==> src/hw/rtl/cmpu_pkg.sv <==
// Shared package for the composition unranking block.
// Holds field widths, defaults, state and emit codes and the controller/datapath structs.
// Used by cmpu_ctrl, cmpu_datapath and composition_unrank.
package cmpu_pkg;

  localparam int DEF_MAX_PARTS = 8;
  localparam int DEF_MAX_UNITS = 255;

  localparam int RANK_W      = 44;
  localparam int UNITS_W     = 8;
  localparam int PART_NUM_W  = 4;
  localparam int IN_TDATA_W  = 56;
  localparam int OUT_TDATA_W = 8;

  localparam logic [PART_NUM_W-1:0] PART_NUM_RESET = 4'd2;

  typedef enum logic [2:0] {
    ST_IDLE,
    ST_INIT,
    ST_RANGE,
    ST_STEP,
    ST_LAST
  } state_t;

  typedef enum logic [1:0] {
    EMIT_PART,
    EMIT_LAST,
    EMIT_RANGE
  } emit_kind_t;

  typedef struct packed {
    logic       load;
    logic       init_step;
    logic       descend;
    logic       next_part;
    logic       emit;
    emit_kind_t emit_kind;
  } cmpu_cmd_t;

  typedef struct packed {
    logic init_done;
    logic ge;
    logic l_zero;
    logic k_zero;
    logic out_free;
  } cmpu_status_t;

endpackage

==> src/hw/rtl/cmpu_ctrl.sv <==
// Controller state machine of the composition unranking block.
// Sequences table build, range check, per-part stepping and result emission.
// Depends on cmpu_pkg for state, command and status types.
module cmpu_ctrl (
  input  logic                   clk,
  input  logic                   rst_n,
  input  logic                   in_tvalid,
  output logic                   in_tready,
  input  cmpu_pkg::cmpu_status_t status,
  output cmpu_pkg::cmpu_cmd_t    cmd
);

  cmpu_pkg::state_t state_r;
  cmpu_pkg::state_t state_nxt;

  always_ff @(posedge clk) begin
    if (!rst_n) begin
      state_r <= cmpu_pkg::ST_IDLE;
    end else begin
      state_r <= state_nxt;
    end
  end

  always_comb begin
    state_nxt     = state_r;
    in_tready     = 1'b0;
    cmd           = '0;
    cmd.emit_kind = cmpu_pkg::EMIT_PART;
    unique case (state_r)
      cmpu_pkg::ST_IDLE: begin
        // No word is taken while reset is held.
        in_tready = rst_n;
        if (in_tvalid && rst_n) begin
          cmd.load  = 1'b1;
          state_nxt = cmpu_pkg::ST_INIT;
        end
      end
      cmpu_pkg::ST_INIT: begin
        if (status.init_done) begin
          state_nxt = cmpu_pkg::ST_RANGE;
        end else begin
          cmd.init_step = 1'b1;
        end
      end
      cmpu_pkg::ST_RANGE: begin
        if (status.ge) begin
          if (status.out_free) begin
            cmd.emit      = 1'b1;
            cmd.emit_kind = cmpu_pkg::EMIT_RANGE;
            state_nxt     = cmpu_pkg::ST_IDLE;
          end
        end else if (status.k_zero) begin
          state_nxt = cmpu_pkg::ST_LAST;
        end else begin
          cmd.next_part = 1'b1;
          state_nxt     = cmpu_pkg::ST_STEP;
        end
      end
      cmpu_pkg::ST_STEP: begin
        if (status.l_zero || !status.ge) begin
          if (status.out_free) begin
            cmd.emit      = 1'b1;
            cmd.emit_kind = cmpu_pkg::EMIT_PART;
            cmd.next_part = 1'b1;
            if (status.k_zero) begin
              state_nxt = cmpu_pkg::ST_LAST;
            end
          end
        end else begin
          cmd.descend = 1'b1;
        end
      end
      cmpu_pkg::ST_LAST: begin
        if (status.out_free) begin
          cmd.emit      = 1'b1;
          cmd.emit_kind = cmpu_pkg::EMIT_LAST;
          state_nxt     = cmpu_pkg::ST_IDLE;
        end
      end
      default: begin
        state_nxt = cmpu_pkg::ST_IDLE;
      end
    endcase
  end

endmodule

==> src/hw/rtl/cmpu_datapath.sv <==
// Datapath of the composition unranking block: binomial column registers, rank,
// remaining units, part counter and the output register.
// Depends on cmpu_pkg; driven by cmpu_ctrl through command and status structs.
module cmpu_datapath #(
  parameter int MAX_PARTS = cmpu_pkg::DEF_MAX_PARTS,
  parameter int MAX_UNITS = cmpu_pkg::DEF_MAX_UNITS
) (
  input  logic                              clk,
  input  logic                              rst_n,
  input  logic [cmpu_pkg::RANK_W-1:0]       rank_index,
  input  logic [cmpu_pkg::UNITS_W-1:0]      total_units,
  input  logic [cmpu_pkg::PART_NUM_W-1:0]   part_number,
  input  cmpu_pkg::cmpu_cmd_t               cmd,
  output cmpu_pkg::cmpu_status_t            status,
  output logic                              out_tvalid,
  input  logic                              out_tready,
  output logic [cmpu_pkg::OUT_TDATA_W-1:0]  out_tdata,
  output logic                              out_tlast,
  output logic                              out_tuser
);

  localparam int UMAX    = (MAX_UNITS < 255) ? MAX_UNITS : 255;
  localparam int NB      = $clog2(UMAX + MAX_PARTS);
  localparam int BOUND_W = (MAX_PARTS - 1) * NB + 1;
  localparam int CNT_W   = (BOUND_W > cmpu_pkg::RANK_W + 1) ? BOUND_W : cmpu_pkg::RANK_W + 1;
  localparam int KW      = (MAX_PARTS > 1) ? $clog2(MAX_PARTS) : 1;
  localparam int CW      = $clog2(256 + MAX_PARTS);
  localparam int UW      = cmpu_pkg::UNITS_W;

  // Column t holds C(L + t, t) for the current remaining units L.
  logic [CNT_W-1:0]              vec_r   [MAX_PARTS];
  logic [CNT_W-1:0]              vec_nxt [MAX_PARTS];
  logic [cmpu_pkg::RANK_W-1:0]   rank_r, rank_nxt;
  logic [UW-1:0]                 l_r, l_nxt;
  logic [UW-1:0]                 j_r, j_nxt;
  logic [KW-1:0]                 k_r, k_nxt;
  logic [KW-1:0]                 kmax_r, kmax_nxt;
  logic [CW-1:0]                 c_r, c_nxt;
  logic                          out_valid_r, out_valid_nxt;
  logic [cmpu_pkg::OUT_TDATA_W-1:0] out_data_r, out_data_nxt;
  logic                          out_last_r, out_last_nxt;
  logic                          out_range_r, out_range_nxt;

  logic [CNT_W-1:0]              cnt_sel;
  logic [CNT_W-1:0]              rank_ext;
  logic [KW-1:0]                 k_load;
  logic [UW-1:0]                 l_load;
  logic                          out_free;

  assign cnt_sel  = vec_r[k_r];
  assign rank_ext = CNT_W'(rank_r);
  assign out_free = !out_valid_r || out_tready;

  always_comb begin
    if (part_number == '0) begin
      k_load = '0;
    end else if (int'(part_number) > MAX_PARTS) begin
      k_load = KW'(MAX_PARTS - 1);
    end else begin
      k_load = KW'(part_number - 4'd1);
    end
    if (int'(total_units) > UMAX) begin
      l_load = UW'(UMAX);
    end else begin
      l_load = total_units;
    end
  end

  always_comb begin
    status.init_done = (c_r == (CW'(l_r) + CW'(kmax_r)));
    status.ge        = (rank_ext >= cnt_sel);
    status.l_zero    = (l_r == '0);
    status.k_zero    = (k_r == '0);
    status.out_free  = out_free;
  end

  always_comb begin
    vec_nxt  = vec_r;
    rank_nxt = rank_r;
    l_nxt    = l_r;
    j_nxt    = j_r;
    k_nxt    = k_r;
    kmax_nxt = kmax_r;
    c_nxt    = c_r;
    if (cmd.load) begin
      for (int t = 0; t < MAX_PARTS; t++) begin
        vec_nxt[t] = CNT_W'(1);
      end
      rank_nxt = rank_index;
      l_nxt    = l_load;
      j_nxt    = '0;
      k_nxt    = k_load;
      kmax_nxt = k_load;
      c_nxt    = '0;
    end else if (cmd.init_step) begin
      // Skewed wavefront: column t adds column t - 1 while the step counter minus t lies below L,
      // so column t - 1 already holds its value for that step.
      for (int t = 1; t < MAX_PARTS; t++) begin
        if ((c_r >= CW'(t)) && ((c_r - CW'(t)) < CW'(l_r))) begin
          vec_nxt[t] = vec_r[t] + vec_r[t-1];
        end
      end
      c_nxt = c_r + CW'(1);
    end else if (cmd.descend) begin
      // C(L - 1 + t, t) = C(L + t, t) - C(L + t - 1, t - 1), all columns at once.
      for (int t = 1; t < MAX_PARTS; t++) begin
        vec_nxt[t] = vec_r[t] - vec_r[t-1];
      end
      rank_nxt = cmpu_pkg::RANK_W'(rank_ext - cnt_sel);
      l_nxt    = l_r - UW'(1);
      j_nxt    = j_r + UW'(1);
    end else if (cmd.next_part) begin
      j_nxt = '0;
      if (k_r != '0) begin
        k_nxt = k_r - KW'(1);
      end
    end
  end

  always_comb begin
    out_valid_nxt = out_valid_r;
    out_data_nxt  = out_data_r;
    out_last_nxt  = out_last_r;
    out_range_nxt = out_range_r;
    if (cmd.emit) begin
      out_valid_nxt = 1'b1;
      unique case (cmd.emit_kind)
        cmpu_pkg::EMIT_PART: begin
          out_data_nxt  = j_r;
          out_last_nxt  = 1'b0;
          out_range_nxt = 1'b0;
        end
        cmpu_pkg::EMIT_LAST: begin
          out_data_nxt  = l_r;
          out_last_nxt  = 1'b1;
          out_range_nxt = 1'b0;
        end
        cmpu_pkg::EMIT_RANGE: begin
          out_data_nxt  = '0;
          out_last_nxt  = 1'b1;
          out_range_nxt = 1'b1;
        end
        default: begin
          out_data_nxt  = '0;
          out_last_nxt  = 1'b1;
          out_range_nxt = 1'b1;
        end
      endcase
    end else if (out_tready) begin
      out_valid_nxt = 1'b0;
    end
  end

  always_ff @(posedge clk) begin
    if (!rst_n) begin
      out_valid_r <= 1'b0;
    end else begin
      out_valid_r <= out_valid_nxt;
    end
  end

  always_ff @(posedge clk) begin
    vec_r       <= vec_nxt;
    rank_r      <= rank_nxt;
    l_r         <= l_nxt;
    j_r         <= j_nxt;
    k_r         <= k_nxt;
    kmax_r      <= kmax_nxt;
    c_r         <= c_nxt;
    out_data_r  <= out_data_nxt;
    out_last_r  <= out_last_nxt;
    out_range_r <= out_range_nxt;
  end

  assign out_tvalid = out_valid_r;
  assign out_tdata  = out_data_r;
  assign out_tlast  = out_last_r;
  assign out_tuser  = out_range_r;

endmodule

==> src/hw/rtl/composition_unrank.sv <==
// After a word is accepted the block builds the binomial table and runs the range check;
// an out-of-range word yields a flagged result, else the block descends once per unit given
// to an early part and emits each part, holding while the output register is full.
// Throughput: one word at a time; the next is taken in the cycle after the final result
// enters the output register.
// Reset: part_number returns to 2, the controller goes idle and the output register empties.
module composition_unrank #(
  parameter int MAX_PARTS = cmpu_pkg::DEF_MAX_PARTS,
  parameter int MAX_UNITS = cmpu_pkg::DEF_MAX_UNITS
) (
  input  logic                                clk,
  input  logic                                rst_n,
  input  logic                                in_tvalid,
  output logic                                in_tready,
  // [43:0] rank_index, [51:44] total_units, [55:52] zero
  input  logic [cmpu_pkg::IN_TDATA_W-1:0]     in_tdata,
  output logic                                out_tvalid,
  input  logic                                out_tready,
  // [7:0] part_count
  output logic [cmpu_pkg::OUT_TDATA_W-1:0]    out_tdata,
  // last_part
  output logic                                out_tlast,
  // [0] out_of_range
  output logic                                out_tuser,
  input  logic                                cfg_wr_en,
  input  logic [cmpu_pkg::PART_NUM_W-1:0]     cfg_wr_data
);

  logic [cmpu_pkg::PART_NUM_W-1:0] part_number_r;
  logic [cmpu_pkg::PART_NUM_W-1:0] part_number_nxt;
  cmpu_pkg::cmpu_cmd_t             cmd;
  cmpu_pkg::cmpu_status_t          status;

  assign part_number_nxt = cfg_wr_en ? cfg_wr_data : part_number_r;

  always_ff @(posedge clk) begin
    if (!rst_n) begin
      part_number_r <= cmpu_pkg::PART_NUM_RESET;
    end else begin
      part_number_r <= part_number_nxt;
    end
  end

  cmpu_ctrl u_ctrl (
    .clk       (clk),
    .rst_n     (rst_n),
    .in_tvalid (in_tvalid),
    .in_tready (in_tready),
    .status    (status),
    .cmd       (cmd)
  );

  cmpu_datapath #(
    .MAX_PARTS (MAX_PARTS),
    .MAX_UNITS (MAX_UNITS)
  ) u_datapath (
    .clk         (clk),
    .rst_n       (rst_n),
    .rank_index  (in_tdata[cmpu_pkg::RANK_W-1:0]),
    .total_units (in_tdata[cmpu_pkg::RANK_W +: cmpu_pkg::UNITS_W]),
    .part_number (part_number_r),
    .cmd         (cmd),
    .status      (status),
    .out_tvalid  (out_tvalid),
    .out_tready  (out_tready),
    .out_tdata   (out_tdata),
    .out_tlast   (out_tlast),
    .out_tuser   (out_tuser)
  );

endmodule
==> config.mk <==
export PLATFORM = sky130hd
export DESIGN_NAME = composition_unrank
export DESIGN_NICKNAME = d
export VERILOG_FILES = /design/src/hw/rtl/cmpu_pkg.sv /design/src/hw/rtl/cmpu_ctrl.sv /design/src/hw/rtl/cmpu_datapath.sv /design/src/hw/rtl/composition_unrank.sv
export SDC_FILE = /design/constraint.sdc
export NUM_CORES = 2
export LEC_CHECK = 0
export BUFFER_PORTS_ARGS = -buffer_cell sky130_fd_sc_hd__buf_2
export CORE_AREA = 2 2 345 347
export CTS_CLUSTER_SIZE = 20
export DETAILED_ROUTE_END_ITERATION = 8
export DIE_AREA = 0 0 347 349
export MAX_ROUTING_LAYER = met4
export PLACE_DENSITY = 0.65
export SETUP_SLACK_MARGIN = 0.05
export SLEW_MARGIN = 20
export SYNTH_ARGS = -nofsm -noshare
export SYNTH_HDL_FRONTEND = slang
export SYNTH_SLANG_ARGS = --single-unit
==> constraint.sdc <==
create_clock -name clk -period 10.95 [get_ports clk]
set_input_delay 1.6425 -clock clk [delete_from_list [all_inputs] [get_ports clk]]
set_output_delay 1.6425 -clock clk [all_outputs]
set_load 0.03 [all_outputs]
Yosys cells after proc, flatten, opt, wreduce, memory -nomap -nowiden
Index checks and enable logic that the tools add are counted.

word-level totals
  register bits after elaboration = 541
  bits of input ports = 65
  output and inout port bits = 12

cells by class
  reduce and logical (&&, ||, !) cells = 36
  mux-type cells = 57
  add/subtract/negate cells = 28
  eq/ne operators = 20
  bitwise logic cells = 2
  $lt $le $gt $ge = 17

operators with widths
  operator                                                                 count
  448-bit two-way mux                                                      2
  64-bit two-way mux                                                       9
  64-bit adder                                                             6
  64-bit subtractor                                                        6
  64-bit binary-select mux with 3-bit select                               1
  44-bit two-way mux                                                       3
  64-bit by 1-bit adder with 64-bit output, second input constant          1
  44-bit by 64-bit >= comparator with 1-bit output                         1
  64-bit by 1-bit subtractor with 64-bit output, second input constant     1
  9-bit by 8-bit less-than comparator with 1-bit output                    7
  3-bit two-way mux                                                        18
  44-bit subtractor                                                        1
  8-bit two-way mux                                                        5
  9-bit by 3-bit >= comparator with 1-bit output, second input constant    4
  9-bit by 3-bit subtractor with 9-bit output, second input constant       4
  2-bit by 1-bit inequality test with 1-bit output, second input constant  12
  9-bit by 2-bit >= comparator with 1-bit output, second input constant    2
  2-bit AND reduction                                                      9
  9-bit by 2-bit subtractor with 9-bit output, second input constant       2
  8-bit one-hot mux with 2 select lines                                    1
  3-bit one-hot mux with 5 select lines                                    1
  1-bit two-way mux                                                        13
  2-bit nonzero test                                                       6
  8-bit by 3-bit adder with 9-bit output                                   1
  30 further kinds                                                         44

Longest topological paths before layout
  depth in word-level cells = 13
  gate-level depth with buffers = 28
  mapped depth without buffers = 26

Hierarchy
A second synthesis with hierarchy kept.

second synthesis, totals
  cell total of the unflattened synthesis = 8173
  area total of the unflattened synthesis = 60629.4 µm²

modules (own cells, without submodules)
  module              cells each  area an instance (µm²)  instances
  cmpu_datapath       8118        60157.7                 1
  cmpu_ctrl           42          324.1                   1
  composition_unrank  13          147.6                   1

Worst setup path after synthesis
Ideal clock, no wire load.

  kind = reg2reg
  start = register u_datapath.l_r[0]
  end = register u_datapath.vec_r[446] (netlist name)
  stages on the path, launching flop included = 26
  library setup time = 0.115 ns
  data arrival time = 7.675 ns
  required time = 10.835 ns
  buffers on the path = 5
  slack = 3.159 ns
  clock period less this slack = 7.791 ns
  cells stage by stage = edfxtp_1 -> ha_1 -> fa_1 -> a21o_1 -> and3_1 -> o21ai_0 -> a31oi_1 -> o31ai_1 -> clkbuf_1 -> clkbuf_1 -> clkbuf_1 -> clkbuf_1 -> ha_1 -> clkbuf_1 -> a21o_1 -> a21o_1 -> a21oi_1 -> o211ai_1 -> o2111ai_1 -> a2111oi_0 -> o41ai_1 -> nor2b_1 -> a21boi_0 -> o21ai_0 -> or3_1 -> and3_1

between the ends
  word-level cells in the longest chain between the ends = 6

ends and longest elaborated chain
  what                                                                                                            line                                      RTL
  start, declared                                                                                                 cmpu_datapath.sv:34                       logic [UW-1:0] l_r, l_nxt;
  start signal, assigned                                                                                          cmpu_datapath.sv:165                      l_r <= l_nxt;
  8-bit by 3-bit adder with 9-bit output / 8-bit logical NOT (equally long branches)                              cmpu_datapath.sv:70, cmpu_datapath.sv:72
  9-bit equality test / 1-bit logical OR (equally long branches)                                                  cmpu_datapath.sv:70, cmpu_ctrl.sv:60
  1-bit two-way mux (on tied branches)                                                                            cmpu_ctrl.sv:39, cmpu_ctrl.sv:60
  1-bit two-way mux                                                                                               cmpu_ctrl.sv:29                           unique case (state_r)
  2-bit by 1-bit inequality test with 1-bit output (no source line) / 2-bit nonzero test (equally long branches)  --
  2-bit AND reduction (no source line)                                                                            --
  end signal, assigned                                                                                            cmpu_datapath.sv:163                      vec_r <= vec_nxt;
  end, declared                                                                                                   cmpu_datapath.sv:31                       logic [CNT_W-1:0] vec_r [MAX_PARTS];

Parallel ways exist; a longest one is shown, timed or not.
A chain may end at the register's enable or synchronous reset.

Worst setup path after layout
  start = register u_datapath.l_r[0]
  end = register u_datapath.vec_r[185] (netlist name)

Same word-level chain as after synthesis.

==> flow_summary.json <==
{
  "crit_top_cell": "o21ai_0",
  "min_from": "u_datapath.vec_r[50]",
  "fmax_mhz": 121.8,
  "io_buffer_count": 72,
  "skew_ns": 0.04174,
  "fin_crit_sh_pct": 74.96,
  "drive_gt1_share_pct": 5.388,
  "root_buffer": "clkbuf_16",
  "drc": 0,
  "synthDistinctLibCells": 89,
  "reg2reg_from": "u_datapath.l_r[0]",
  "yosys-top-cells-area": "dfxtp_1, ha_1, a21oi_1, xnor2_1, nand2_1",
  "n_antenna_cell": 0,
  "maxCapViolations": 0,
  "rows": 126,
  "cp-start-kind": "flop",
  "gr-total-overflow": 0,
  "post_dp_cell_area_sq_mm": 0.05970,
  "wl_mm": 185.4,
  "via_per_inst": 6.134,
  "grt_pass1_vias": 52090,
  "yosys.area.top_type": "dfxtp_1",
  "cp_max_fo": 68,
  "ant_nets": 0,
  "crit_slowest_cell": "o31ai_1",
  "area_growth_pct": 6.434,
  "die_h_microns": 349,
  "setup_viol": 0,
  "num_vias": 56780,
  "postCtsSetupBuffers": 0,
  "holdBufCountCts": 0,
  "layout.nets": 8293,
  "grt_util_all_layers_pct": 30.30,
  "clk_pin_slew_worst_paths_ns": 0.06,
  "slew_headroom_pct": 18.44,
  "grt_start_max_net_pins": 149,
  "antenna_found_initial": 0,
  "cts_buffer_depth": 3,
  "cts_tree": "yes",
  "core_sq_mm": 0.1175,
  "cp.arrival_ns": 8.74,
  "n_fill_cell": 11430,
  "cp_cell_sequence": "ha_1 -> fa_1 -> a21o_1 -> and3_1 -> o21ai_0 -> a31oi_1 -> o31ai_4 -> buf_4 -> o21ai_0 -> xnor2_1 -> ha_1 -> nand3_1 -> nor4_1 -> nor3_1 -> o31ai_1 -> a21oi_1 -> o31ai_1 -> a31oi_1 -> o21ai_0 -> a31oi_1 -> o21ai_0 -> mux2i_1 -> nand3_1",
  "cp-startpoint": "u_datapath.l_r[0]",
  "yosysWarnings": 0,
  "firstDrtPassIters": 6,
  "synthArstFlopShare_pct": 0,
  "setup_tns_ns": 0,
  "place_hpwl_mm": 141.0,
  "final_cells": 9257,
  "clk_latency_ns": 0.69,
  "dp.cells": 9120,
  "rsz0062_at_grt": "false",
  "grt_pass1_wl_mm": 290.4,
  "hold_violations": 0,
  "path_buf_inv": 1,
  "syn-cell-area_sq_mm": 0.05847,
  "wl_per_cell_microns": 20.03,
  "clock-sinks": 541,
  "cpPeakStageDelay_ns": 0.76,
  "place.gp.congestion": 0.9479,
  "ctsResizeCount": 0,
  "synth_seq_cells": 541,
  "synth_nets": 8523,
  "crit_path_end_kind": "flop",
  "synth_top_area_share_pct": 16.19,
  "cts_htree_levels": 3,
  "tightestPinTransition_ns": 1.222,
  "dieArea_sq_mm": 0.1211,
  "die_x_microns": 347,
  "crit_family": "compound AO/OA/AOI/OAI gates",
  "drv_slew": 0,
  "initial_core_util_pct": 49.78,
  "cts_buffers": 75,
  "ios": 77,
  "syn_inst": 7891,
  "hold_class": "reg -> reg",
  "synth_flop_cell": "dfxtp_1",
  "holdWs_ns": 0.4765,
  "path_class": "reg -> reg",
  "drt_iter0_drc": 4595,
  "syn_area_per_cell_sq_um": 7.410,
  "synth-edff-count": 68,
  "final_area_sq_mm": 0.06223,
  "cp.required_ns": 11.49,
  "status": "finished clean",
  "yosysSeqAreaShare_pct": 19.69,
  "period_minus_slack_ns": 8.208
}
==> metal layers <==
metal,track usage [%],up-vias,wire (microns)
li1,-,28280,-
met1,39.12,26790,84010
met2,49.80,1408,86900
met3,2.757,297,7987
met4,10.03,0,6528
met5,-,-,0
==> flip-flops by register name, summed over array words and instances (netlist names) <==
signal and cells:
u_datapath.vec_r 448, u_datapath.rank_r 44, u_datapath.c_r 9, u_datapath.j_r 8, u_datapath.l_r 8, u_datapath.out_tdata 8, part_number_r 4, u_ctrl.state_r 3
u_datapath.k_r 3, u_datapath.kmax_r 3, u_datapath.out_tlast 1, u_datapath.out_tuser 1, u_datapath.out_tvalid 1
==> per-stage QoR <==
| stage | util, % | setup WS [ns] |
|---|---|---|
| 2_1_floorplan | - | 3.159 |
| 3_3_place_gp | 50.83 | 3.031 |
| 3_5_place_dp | 50.83 | 2.938 |
| 4_1_cts | 52.99 | 2.881 |
| 5_1_grt | 52.99 | 2.382 |
| 6_report | 52.99 | 2.742 |
==> worst paths after layout <==
path	endpoint	slack, ns	cells after the start
max	u_datapath.vec_r[185]	2.74	23
min	u_datapath.vec_r[50]	0.48	2
max reg2reg	u_datapath.vec_r[185]	2.74	23
min reg2reg	u_datapath.vec_r[50]	0.48	2
==> worst min-delay path: stages, from the launching register on <==
cell	delay, ns
dfxtp_1	0.32
nand2_1	0.06
a21oi_1	0.05
==> cells by family (layout without fill, tap and decap cells) <==
| kind of cell | count (synthesis) | in the layout | synth area share (%) |
|---|---|---|---|
| AND/OR/NAND/NOR | 2612 | 2612 | 20.78 |
| buffers and inverters | 613 | 443 | 3.937 |
| AO/OA/AOI/OAI | 2592 | 2592 | 27.61 |
| XOR/XNOR | 859 | 859 | 12.88 |
| flip-flops | 541 | 541 | 19.69 |
| multiplexers | 107 | 107 | 2.865 |
| adder cells (fa/ha/maj) | 567 | 567 | 12.25 |
==> synth_stat cells (20+ instances only) <==
cell / n
nand2_1: 1071
a21oi_1: 978
ha_1: 558
xnor2_1: 550
nor2_1: 535
o21ai_0: 487
dfxtp_1: 473
clkbuf_1: 387
a21o_1: 346
xor2_1: 308
nand3_1: 190
inv_1: 187
nor3_1: 147
a211oi_1: 111
nand4_1: 109
o31ai_1: 100
o21bai_1: 99
nand2b_1: 97
a31oi_1: 80
nor2b_1: 73
or3_1: 71
nor4_1: 70
edfxtp_1: 68
and3_1: 62
a221o_1: 55
o21a_1: 52
o211ai_1: 45
or4_1: 45
mux4_2: 44
mux2_2: 43
o41ai_1: 38
and2_1: 36
buf_1: 36
or2_2: 31
a21boi_0: 21
a221oi_1: 21
a41oi_1: 20
mux2i_1: 20
==> placed cells by master (no fill, tap or decap), types with 80 or more instances in the layout <==
master    count
a211oi_1    111
a21o_1      345
a21oi_1     976
a31oi_1      80
dfxtp_1     473
ha_1        558
inv_1       185
nand2_1    1068
nand2b_1     97
nand3_1     190
nand4_1     109
nor2_1      531
nor3_1      147
o21ai_0     487
o21bai_1     99
o31ai_1      97
xnor2_1     550
xor2_1      308
==> cell type report <==
| cell class | instances | area (sq um) | share of cell area [%] |
|---|---|---|---|
| multi-input cells | 6737 | 44780 | 71.96 |
| repair buffers | 117 | 760.7 | 1.222 |
| flip-flops and latches | 541 | 11510 | 18.50 |
| well taps | 1536 | 1922 | 3.088 |
| inverters | 189 | 721.9 | 1.160 |
| clock buffers | 105 | 2152 | 3.458 |
| clock inverters | 32 | 384.1 | 0.6172 |
Power is left out: the tool's default activity adds up to more than one toggle a clock period on the data nets, which glitch-free logic cannot reach.
